==> config.mk <==
export PLATFORM = sky130hd
export DESIGN_NAME = x86_16bit_mov_add_sub_cmp_executor
export DESIGN_NICKNAME = d
export VERILOG_FILES = /design/src/sv/x86exe_pkg.sv /design/src/sv/x86exe_ram.sv /design/src/sv/x86exe_fifo.sv /design/src/sv/x86exe_front.sv /design/src/sv/x86exe_back.sv /design/src/sv/x86_16bit_mov_add_sub_cmp_executor.sv
export VERILOG_INCLUDE_DIRS = /design/src /design/src/sv
export SDC_FILE = /design/constraint.sdc
export NUM_CORES = 1
export LEC_CHECK = 0
export BUFFER_PORTS_ARGS = -buffer_cell sky130_fd_sc_hd__buf_2
export CAP_MARGIN = 5
export CORE_MARGIN = 10
export CORE_UTILIZATION = 30
export DETAILED_ROUTE_END_ITERATION = 10
export PLACE_DENSITY_LB_ADDON = 0.05
export SLEW_MARGIN = 40
export SYNTH_ARGS = -nofsm -noshare
export SYNTH_HDL_FRONTEND = slang
export SYNTH_SLANG_ARGS = --single-unit
==> constraint.sdc <==
create_clock -name clock -period 7.51 [get_ports clock]
set_clock_uncertainty 0.05 [all_clocks]
set_input_delay 0.3755 -clock clock [delete_from_list [all_inputs] [get_ports clock]]
set_output_delay 0.3755 -clock clock [all_outputs]
set_load 0.02 [all_outputs]
==> src/sv/x86_16bit_mov_add_sub_cmp_executor_assert.svh <==
// Assertion macros for the register execute block.
`ifndef X86_16BIT_MOV_ADD_SUB_CMP_EXECUTOR_ASSERT_SVH
`define X86_16BIT_MOV_ADD_SUB_CMP_EXECUTOR_ASSERT_SVH
`ifndef NO_ASSERTIONS
`define X86EXE_ASSERT(lbl, prop, msg) \
   lbl: assert property (@(posedge clock) disable iff (reset) prop) else $error(msg);
`define X86EXE_ASSERT_ALWAYS(lbl, prop, msg) \
   lbl: assert property (@(posedge clock) prop) else $error(msg);
`else
`define X86EXE_ASSERT(lbl, prop, msg)
`define X86EXE_ASSERT_ALWAYS(lbl, prop, msg)
`endif
`endif

==> src/sv/x86exe_pkg.sv <==
`default_nettype none
package x86exe_pkg;

   localparam int REG_COUNT_DEFAULT   = 15;
   localparam int QUEUE_DEPTH_DEFAULT = 2;
   localparam logic [3:0] FLAGS_INDEX = 4'd14;
   localparam logic [1:0] WORD_BYTES  = 2'd2;

   localparam int BIT_PF = 2;
   localparam int BIT_AF = 4;
   localparam int BIT_ZF = 6;
   localparam int BIT_SF = 7;

   typedef enum logic [1:0] {
      ACT_MOV = 2'd0,
      ACT_ADD = 2'd1,
      ACT_SUB = 2'd2,
      ACT_CMP = 2'd3
   } action_type;

   typedef struct packed {
      action_type  action;
      logic [3:0]  dest_index;
      logic        dest_high_byte;
      logic [1:0]  dest_byte_count;
      logic        source_is_immediate;
      logic [3:0]  source_index;
      logic        source_high_byte;
      logic [1:0]  source_byte_count;
      logic [15:0] immediate_value;
   } req_item_type;

   typedef struct packed {
      logic [15:0] result_value;
      logic [15:0] flags_word;
      logic        result_stored;
   } rsp_item_type;

   typedef struct packed {
      logic [3:0] index;
      logic       is_word;
      logic       high;
      logic       in_range;
   } operand_type;

   typedef struct packed {
      action_type  action;
      logic        do_store;
      operand_type dest;
      operand_type src;
      logic        src_imm;
      logic [15:0] imm;
   } dec_type;

endpackage
`default_nettype wire

==> src/sv/x86exe_ram.sv <==
`default_nettype none
module x86exe_ram #(
   parameter int WIDTH = 16,
   parameter int DEPTH = 16,
   parameter int AW    = (DEPTH > 1) ? $clog2(DEPTH) : 1
) (
   input  logic             clock,
   input  logic             wr_en,
   input  logic [AW-1:0]    wr_addr,
   input  logic [WIDTH-1:0] wr_data,
   input  logic             rd_en,
   input  logic [AW-1:0]    rd_addr_a,
   input  logic [AW-1:0]    rd_addr_b,
   output logic [WIDTH-1:0] rd_data_a,
   output logic [WIDTH-1:0] rd_data_b
);

   logic [WIDTH-1:0] mem_ff [DEPTH];

   always_ff @(posedge clock) begin
      if (wr_en) begin
         mem_ff[wr_addr] <= wr_data;
      end
      if (rd_en) begin
         rd_data_a <= mem_ff[rd_addr_a];
         rd_data_b <= mem_ff[rd_addr_b];
      end
   end

endmodule
`default_nettype wire

==> src/sv/x86exe_fifo.sv <==
`default_nettype none
module x86exe_fifo #(
   parameter type item_type = logic,
   parameter int  DEPTH     = 2
) (
   input  logic     clock,
   input  logic     reset,
   input  logic     push,
   input  item_type item_in,
   output logic     full,
   input  logic     pop,
   output item_type item_out,
   output logic     empty
);

   localparam int PW = (DEPTH > 1) ? $clog2(DEPTH) : 1;
   localparam int CW = $clog2(DEPTH + 1);

   item_type        mem_ff [DEPTH];
   logic [PW-1:0]   wr_ptr_ff, wr_ptr_in;
   logic [PW-1:0]   rd_ptr_ff, rd_ptr_in;
   logic [CW-1:0]   count_ff, count_in;
   logic            push_ok, pop_ok;

   assign full     = (count_ff == CW'(DEPTH));
   assign empty    = (count_ff == '0);
   assign item_out = mem_ff[rd_ptr_ff];
   assign push_ok  = push && !full;
   assign pop_ok   = pop && !empty;

   always_comb begin
      wr_ptr_in = wr_ptr_ff;
      rd_ptr_in = rd_ptr_ff;
      count_in  = count_ff;
      if (push_ok) begin
         wr_ptr_in = (wr_ptr_ff == PW'(DEPTH - 1)) ? '0 : wr_ptr_ff + 1'b1;
      end
      if (pop_ok) begin
         rd_ptr_in = (rd_ptr_ff == PW'(DEPTH - 1)) ? '0 : rd_ptr_ff + 1'b1;
      end
      if (push_ok && !pop_ok) begin
         count_in = count_ff + 1'b1;
      end else if (pop_ok && !push_ok) begin
         count_in = count_ff - 1'b1;
      end
   end

   always_ff @(posedge clock) begin
      if (reset) begin
         wr_ptr_ff <= '0;
         rd_ptr_ff <= '0;
         count_ff  <= '0;
      end else begin
         wr_ptr_ff <= wr_ptr_in;
         rd_ptr_ff <= rd_ptr_in;
         count_ff  <= count_in;
      end
   end

   always_ff @(posedge clock) begin
      if (push_ok) begin
         mem_ff[wr_ptr_ff] <= item_in;
      end
   end

endmodule
`default_nettype wire

==> src/sv/x86exe_front.sv <==
`default_nettype none
module x86exe_front #(
   parameter int REGISTER_COUNT = 15
) (
   input  x86exe_pkg::req_item_type req_item,
   output x86exe_pkg::dec_type      dec
);

   import x86exe_pkg::*;

   always_comb begin
      dec.action         = req_item.action;
      dec.do_store       = (req_item.action != ACT_CMP);
      dec.dest.index     = req_item.dest_index;
      dec.dest.is_word   = (req_item.dest_byte_count == WORD_BYTES);
      dec.dest.high      = req_item.dest_high_byte;
      dec.dest.in_range  = ({1'b0, req_item.dest_index} < 5'(REGISTER_COUNT));
      dec.src.index      = req_item.source_index;
      dec.src.is_word    = (req_item.source_byte_count == WORD_BYTES);
      dec.src.high       = req_item.source_high_byte;
      dec.src.in_range   = ({1'b0, req_item.source_index} < 5'(REGISTER_COUNT));
      dec.src_imm        = req_item.source_is_immediate;
      dec.imm            = req_item.immediate_value;
   end

endmodule
`default_nettype wire

==> src/sv/x86exe_back.sv <==
`default_nettype none
module x86exe_back #(
   parameter int REGISTER_COUNT = 15
) (
   input  logic                     clock,
   input  logic                     reset,
   input  x86exe_pkg::dec_type      q_item,
   input  logic                     q_empty,
   output logic                     q_pop,
   output x86exe_pkg::rsp_item_type out_item,
   output logic                     out_push,
   input  logic                     out_full
);

   import x86exe_pkg::*;

   localparam int AW = (REGISTER_COUNT > 1) ? $clog2(REGISTER_COUNT) : 1;

   logic        e_valid_ff, e_valid_in;
   dec_type     e_dec_ff;
   logic        hit_dst_ff, hit_dst_in;
   logic        hit_src_ff, hit_src_in;
   logic [15:0] fwd_word_ff;
   logic [15:0] flags_ff, flags_in;
   logic        valid_ff [REGISTER_COUNT];

   logic        e_fire, advance;
   logic        ram_we;
   logic [15:0] ram_dst_q, ram_src_q;
   logic [15:0] dst_full, src_full, dst, src, res, new_flags, base_flags;
   logic [15:0] old_word, merged;
   logic [4:0]  nibble;
   logic        we_ok;

   function automatic logic [15:0] pick_bytes(input logic [15:0] word, input operand_type op);
      logic [15:0] value;
      if (op.is_word) begin
         value = word;
      end else if (op.high) begin
         value = {8'h00, word[15:8]};
      end else begin
         value = {8'h00, word[7:0]};
      end
      return value;
   endfunction

   assign e_fire  = e_valid_ff && !out_full;
   assign advance = !e_valid_ff || !out_full;
   assign q_pop   = advance && !q_empty;

   always_comb begin
      if (!e_dec_ff.dest.in_range) begin
         dst_full = '0;
      end else if (e_dec_ff.dest.index == FLAGS_INDEX) begin
         dst_full = flags_ff;
      end else if (hit_dst_ff) begin
         dst_full = fwd_word_ff;
      end else if (valid_ff[e_dec_ff.dest.index[AW-1:0]]) begin
         dst_full = ram_dst_q;
      end else begin
         dst_full = '0;
      end

      if (!e_dec_ff.src.in_range) begin
         src_full = '0;
      end else if (e_dec_ff.src.index == FLAGS_INDEX) begin
         src_full = flags_ff;
      end else if (hit_src_ff) begin
         src_full = fwd_word_ff;
      end else if (valid_ff[e_dec_ff.src.index[AW-1:0]]) begin
         src_full = ram_src_q;
      end else begin
         src_full = '0;
      end

      dst = pick_bytes(dst_full, e_dec_ff.dest);
      src = e_dec_ff.src_imm ? e_dec_ff.imm : pick_bytes(src_full, e_dec_ff.src);

      unique case (e_dec_ff.action)
         ACT_MOV: begin
            res    = src;
            nibble = '0;
         end
         ACT_ADD: begin
            res    = dst + src;
            nibble = {1'b0, dst[3:0]} + {1'b0, src[3:0]};
         end
         ACT_SUB, ACT_CMP: begin
            res    = dst - src;
            nibble = {1'b0, dst[3:0]} - {1'b0, src[3:0]};
         end
         default: begin
            res    = src;
            nibble = '0;
         end
      endcase

      new_flags         = '0;
      new_flags[BIT_ZF] = (res == '0);
      new_flags[BIT_SF] = res[15];
      new_flags[BIT_PF] = ~^res[7:0];
      new_flags[BIT_AF] = nibble[4];

      base_flags = (e_dec_ff.action == ACT_MOV) ? flags_ff : new_flags;
      old_word   = (e_dec_ff.dest.index == FLAGS_INDEX) ? base_flags : dst_full;

      if (e_dec_ff.dest.is_word) begin
         merged = res;
      end else if (e_dec_ff.dest.high) begin
         merged = {res[7:0], old_word[7:0]};
      end else begin
         merged = {old_word[15:8], res[7:0]};
      end

      we_ok    = e_dec_ff.do_store && e_dec_ff.dest.in_range;
      flags_in = (we_ok && e_dec_ff.dest.index == FLAGS_INDEX) ? merged : base_flags;
      ram_we   = e_fire && we_ok && (e_dec_ff.dest.index != FLAGS_INDEX);

      e_valid_in = q_pop ? 1'b1 : (e_fire ? 1'b0 : e_valid_ff);
      hit_dst_in = e_fire && we_ok && (e_dec_ff.dest.index == q_item.dest.index);
      hit_src_in = e_fire && we_ok && (e_dec_ff.dest.index == q_item.src.index);
   end

   assign out_push              = e_fire;
   assign out_item.result_value = res;
   assign out_item.flags_word   = flags_in;
   assign out_item.result_stored = e_dec_ff.do_store;

   x86exe_ram #(
      .WIDTH (16),
      .DEPTH (REGISTER_COUNT),
      .AW    (AW)
   ) u_regs (
      .clock     (clock),
      .wr_en     (ram_we),
      .wr_addr   (e_dec_ff.dest.index[AW-1:0]),
      .wr_data   (merged),
      .rd_en     (q_pop),
      .rd_addr_a (q_item.dest.index[AW-1:0]),
      .rd_addr_b (q_item.src.index[AW-1:0]),
      .rd_data_a (ram_dst_q),
      .rd_data_b (ram_src_q)
   );

   always_ff @(posedge clock) begin
      if (reset) begin
         e_valid_ff <= 1'b0;
         flags_ff   <= '0;
         for (int i = 0; i < REGISTER_COUNT; i++) begin
            valid_ff[i] <= 1'b0;
         end
      end else begin
         e_valid_ff <= e_valid_in;
         if (e_fire) begin
            flags_ff <= flags_in;
         end
         if (ram_we) begin
            valid_ff[e_dec_ff.dest.index[AW-1:0]] <= 1'b1;
         end
      end
   end

   always_ff @(posedge clock) begin
      if (q_pop) begin
         e_dec_ff    <= q_item;
         hit_dst_ff  <= hit_dst_in;
         hit_src_ff  <= hit_src_in;
         fwd_word_ff <= merged;
      end
   end

endmodule
`default_nettype wire

==> src/sv/x86_16bit_mov_add_sub_cmp_executor.sv <==
`default_nettype none
// Executes decoded 8086 mov, add, sub and cmp register instructions at a sustained rate of one
// instruction per clock while the response queue is not full. The rate is set by the single
// execute stage, which starts its register file read as it takes an instruction from the queue
// and forwards the word written by the instruction just before. A short queue separates decode
// from execution and a second one holds finished responses, so request beats keep flowing while
// the response side stalls until both queues are full. The register file and flags reset to
// zero at once; there is no clearing pass.
module x86_16bit_mov_add_sub_cmp_executor #(
   parameter int REGISTER_COUNT = x86exe_pkg::REG_COUNT_DEFAULT,
   parameter int QUEUE_DEPTH    = x86exe_pkg::QUEUE_DEPTH_DEFAULT
) (
   input  logic                     clock,
   input  logic                     reset,
   input  logic                     req_push,
   input  x86exe_pkg::req_item_type req_item,
   output logic                     req_full,
   input  logic                     rsp_pop,
   output x86exe_pkg::rsp_item_type rsp_item,
   output logic                     rsp_empty
);

   import x86exe_pkg::*;

   dec_type      dec, q_item;
   logic         q_empty, q_pop;
   rsp_item_type out_item;
   logic         out_push, out_full;

   x86exe_front #(
      .REGISTER_COUNT (REGISTER_COUNT)
   ) u_front (
      .req_item (req_item),
      .dec      (dec)
   );

   x86exe_fifo #(
      .item_type (dec_type),
      .DEPTH     (QUEUE_DEPTH)
   ) u_dec_queue (
      .clock    (clock),
      .reset    (reset),
      .push     (req_push),
      .item_in  (dec),
      .full     (req_full),
      .pop      (q_pop),
      .item_out (q_item),
      .empty    (q_empty)
   );

   x86exe_back #(
      .REGISTER_COUNT (REGISTER_COUNT)
   ) u_back (
      .clock    (clock),
      .reset    (reset),
      .q_item   (q_item),
      .q_empty  (q_empty),
      .q_pop    (q_pop),
      .out_item (out_item),
      .out_push (out_push),
      .out_full (out_full)
   );

   x86exe_fifo #(
      .item_type (rsp_item_type),
      .DEPTH     (QUEUE_DEPTH)
   ) u_rsp_queue (
      .clock    (clock),
      .reset    (reset),
      .push     (out_push),
      .item_in  (out_item),
      .full     (out_full),
      .pop      (rsp_pop),
      .item_out (rsp_item),
      .empty    (rsp_empty)
   );

`include "x86_16bit_mov_add_sub_cmp_executor_assert.svh"

   `X86EXE_ASSERT(a_pop_needs_item, q_pop |-> !q_empty, "Execute stage took from an empty queue.")
   `X86EXE_ASSERT(a_push_kept, (req_push && !req_full && !q_pop) |=> !q_empty, "Request beat lost.")
   `X86EXE_ASSERT(a_result_kept, (out_push && !rsp_pop) |=> !rsp_empty, "Response beat lost.")
   `X86EXE_ASSERT_ALWAYS(a_reset_empty, reset |=> (rsp_empty && q_empty), "Queues not empty.")

endmodule
`default_nettype wire
# Yosys cells after proc, flatten, opt, wreduce, memory -nomap -nowiden
# Memory sizes are Yosys's and may differ from the RTL's. A register that Yosys moved wholly into a read port is not among the register bits.
# Index checks and enable logic that the tools add are counted.
# totals
ff_bits	77
mem_bits_rw	389
in_bits	37
out_inout_bits	35
elab_cells	139
memories	4
# classes
n_addsub	12
order_cmp	2
eq_ne	13
n_mux	49
reduce_logical	36
# mem_list
memory	words	word_bits	read_ports	rd_ports_with_merged_regs	wr	line	source
u_back.u_regs.mem_ff	15	16	2	2	1	x86exe_ram.sv:18	logic [WIDTH-1:0] mem_ff [DEPTH];
u_dec_queue.mem_ff	2	34	1	1	1	x86exe_fifo.sv:19	item_type mem_ff [DEPTH];
u_rsp_queue.mem_ff	2	33	1	1	1	x86exe_fifo.sv:19	
u_back.valid_ff	15	1	2	2	15	x86exe_back.sv:25	logic valid_ff [REGISTER_COUNT];
# ops
cell	n
$mux W16	16
$pmux W16 S3	1
$mux W1	22
$add A16 B16 Y16	1
$logic_and A1 B1 Y1	16
$logic_not A16 Y1	1
$mux W8	2
$sub A16 B16 Y16	1
$eq A2 B2 Y1 const B	6
$mux W4	3
$pmux W5 S2	1
$logic_not A1 Y1	9
$eq A4 B4 Y1	2
$eq A4 B4 Y1 const B	2
$lt A4 B4 Y1 const B	2
$mux W2	4
$reduce_xnor A8 Y1	1
$logic_not A2 Y1	3
$reduce_bool A2 Y1	3
$add A4 B4 Y5	1
$sub A4 B4 Y5	1
$add A1 B1 Y1 const B	4
$add A2 B1 Y2 const B	2
$ne A4 B4 Y1 const B	1
6 further kinds	7

# Longest topological paths before layout
# logic_depth
depth_word	15
mapped_depth	29
depth_no_buf	27

# Cells and area by module
# Synthesis repeated with hierarchy kept, for this count alone.
# unflattened
hier_cells	1738
area_unflattened_um2	24609.9
# by_module_without_submodules
mod	n_inst	cells_each	area_each_um2	seq_area_each_um2
x86exe_ram	1	642	12006.5	8167.8
x86exe_back	1	803	7088.0	2382.3
x86exe_fifo at u_dec_queue	1	131	2662.6	2142.1
x86exe_fifo at u_rsp_queue	1	128	2591.2	2082.0
x86exe_front	1	34	261.5	0.0

# Worst setup path after synthesis
# Ideal clock, no wire load.
# synth_path
path_type	register to register
start	register with a tool-made name
end	register u_back.flags_ff[2]
t_arrival_ns	5.530
t_required_ns	7.382
setup_slack_ns	1.853
stages_incl_launch_ff	28
n_path_buf	1
path_cell_list	dfxtp_1 mux4_2 mux4_2 buf_1 nand2_1 o21ai_0 and2_1 o211ai_1 ha_1 inv_1 fa_1 a21o_1 a21oi_1 xnor2_1 nor2_1 a21oi_1 inv_1 ha_1 xor2_1 xnor2_1 nand2_1 o21ai_0 nor2_1 a311oi_1 a21oi_1 nand2_1 o211a_1 nor3_1
# synth_lines
element	line	source
to (signal assigned)	x86exe_back.sv:155	flags_ff <= flags_in;
to (decl)	x86exe_back.sv:24	logic [15:0] flags_ff, flags_in;

==> qor.txt <==
Crit path DAT: 7.02 ns
Kind of critical path: register to register
Post-synth EDFFs: 458
Number of buffers created by CTS: 59
Worst hold path type: primary input to register
CTS tree: built
Ports: 72
Root Driver: clkbuf_16
Post-layout util: 35.5%
Die width: 306 µm
Non-Filler Cell Area, Final: 28700 µm²
Vias post-DR: 18887
Initial antenna violation count: 3
Tightest Pin Transition: 0.852 ns
Pre-antenna DRT Iters: 5
Area growth, synth to finish: 16.9%
Distinct cells, synth: 82
GRT Residual Overflow: 0
Status: complete, no violations
Ys async rst share: 0%
Fin crit share: 89.7%
Setup TNS: 0 ns
Startpoint types: register
Worst Hold Launch: req_item[17]
DRC Markers: 0
CTS H-tree depth: 2
Syn Inst Count: 2324
Slew Viols, Final: 0
Final #Nets: 2470
Worst-path clk slew: 0.06 ns
Commonest non-fill, non-tap cell in the layout: nand2_1
Tmin final: 6.73 ns
Chip height: 306 µm
Final setup margin: 0.777 ns
Seq cells post-synth: 509
Gr usage total: 18.2%
Post-CTS Hold Buffers: 31
Skew-Pair Late Insertion Delay: 0.64 ns
First-pass GRT wire length: 129000 µm
Hold Fails Final Rpt: 0
Crit Path Max Fanout: 17
Synth Flop Type: edfxtp_1
DP Area: 26500 µm²
RePlAce Congestion: 0.852
Initial Util: 30.4%
Final setup viols: 0
Clk buf depth: 3
Row count: 104
DRT Wirelength: 87700 µm
Commonest non-fill, non-tap cells in the layout: nand2_1, edfxtp_1, nand3_1, nor2_1, a21oi_1
Largest net degree at the start of global routing: 115
CTS sink count: 509
Synthesized area per cell: 10.6 µm²
Fill count: 8104
Fmax: 0.149 GHz
Seq/Total Area, Yosys: 60.1%
YS warnings: 0
Core area: 80900 µm²
Post-Syn Area: 24600 µm²
Post-CTS setup buffer count: 0
Place WS: 0.844 ns
HPWL after DPL: 57100 µm
Vias in the first global route: 18988
Max-Cap Viols: 0
Per-cell routed wire length: 24.9 µm
Share of layout cells above drive strength 1: 14.1%
Drt first-iter violations: 1572
RSZ-0062 raised after global routing: no
CP required: 7.79 ns
Drt via density: 5.36
Post-CTS resize count: 0
Die area: 93800 µm²
DRT antenna net count: 0
Headroom to the max-slew limit: 43.2%
PortBufs: 71
Critical path endpoint category: register
-- flip-flops by register name (all words and copies together), names as in the netlist, 2 cells and up, named ones only --
register,cells
u_rsp_queue.mem_ff,66
u_back.u_regs.rd_data_b,16
u_back.u_regs.mem_ff,240
u_back.valid_ff,16
u_back.flags_ff,16
u_back.e_dec_ff,33
u_back.fwd_word_ff,16
u_dec_queue.count_ff,2
u_rsp_queue.count_ff,2
u_dec_queue.mem_ff,68
u_back.u_regs.rd_data_a,16
-- metrics by stage --
step | instances | hold WS, ns
5_1_grt | 3521 | 0.0797
4_1_cts | 3521 | 0.0424
2_1_floorplan | 2339 | 0.379
6_report | 3523 | 0.0700
3_5_place_dp | 3378 | 0.438
3_3_place_gp | 3375 | 0.435
-- layout make-up --
type	instances	area, µm²	share of cell area, %
clock inverter	36	347	1.21
clock buffer	76	1570	5.47
multi-input combinational	1630	9320	32.4
timing repair buffer	174	1260	4.37
sequential	509	14800	51.4
antenna	2	5.00	0.0174
inverter	36	140	0.488
tap	1060	1330	4.61
-- critical path: stages (launching register included) --
cell and delay, ns:
dfxtp_1 0.45, mux4_2 0.53, mux4_2 0.67, nand2_1 0.13, o21ai_0 0.08, and2_1 0.22
o211ai_1 0.21, ha_1 0.21, inv_1 0.07, fa_1 0.49, a21o_1 0.19, a21oi_1 0.26
xnor2_1 0.16, nor2_1 0.06, a21oi_1 0.60, inv_1 0.19, ha_1 0.33, xor2_1 0.15
xnor2_1 0.24, nand2_1 0.09, o21ai_0 0.21, nor2_1 0.08, a311oi_1 0.25, a21oi_1 0.08
buf_4 0.25, nand2_1 0.10, o21ai_0 0.12
-- logic make-up (layout without fill, tap and decap cells) --
logic type	after synthesis	after routing	synth area share, %
multiplexers	88	88	4.17
AND/OR/NAND/NOR	1049	1049	18.5
XOR/XNOR	46	46	1.64
buffers and inverters	200	322	3.20
adder cells (fa/ha/maj)	23	23	1.20
other	1	18	0.0152
flip-flops	509	509	60.1
AO/OA/AOI/OAI	408	408	11.3
-- per-layer routing --
metal | vias up | track usage, % | wire (µm)
met1 | 9471 | 23.7 | 38500
met4 | 0 | 6.28 | 2730
met2 | 603 | 30.9 | 42300
met5 | - | 0 | 0
li1 | 8661 | - | -
met3 | 152 | 2.45 | 4170
-- synthesized netlist by cell type (all sizes together) (8+ instances only) --
cell type / count / area [µm²]
a211oi: 13 / 97.6
a21oi: 105 / 526
a311oi: 89 / 780
a31oi: 47 / 294
and2: 9 / 58.8
and3: 27 / 169
buf: 24 / 126
clkbuf: 140 / 526
dfxtp: 51 / 1020
edfxtp: 458 / 13800
ha: 22 / 275
inv: 32 / 120
mux2: 63 / 713
mux2i: 20 / 200
nand2: 561 / 2110
nand2b: 12 / 75.1
nand3: 220 / 1110
nor2: 155 / 582
nor2b: 10 / 62.6
nor3: 19 / 105
nor4: 9 / 71.3
o211ai: 11 / 82.6
o21a: 8 / 60.1
o21ai: 76 / 384
xnor2: 25 / 219
xor2: 21 / 184
-- path summary, 6_finish.rpt --
path | endpoint | slack [ns] | cells after the start
setup / recovery | u_rsp_queue.mem_ff[1][3] | 0.78 | 26
hold / removal | u_dec_queue.mem_ff[0][19] | 0.07 | 2
setup reg to reg | u_rsp_queue.mem_ff[1][3] | 0.78 | 26
hold reg to reg | register | 0.45 | 2
Power is not shown: default switching activity piles up to over one toggle a cycle in this logic, so the estimate is an artifact.
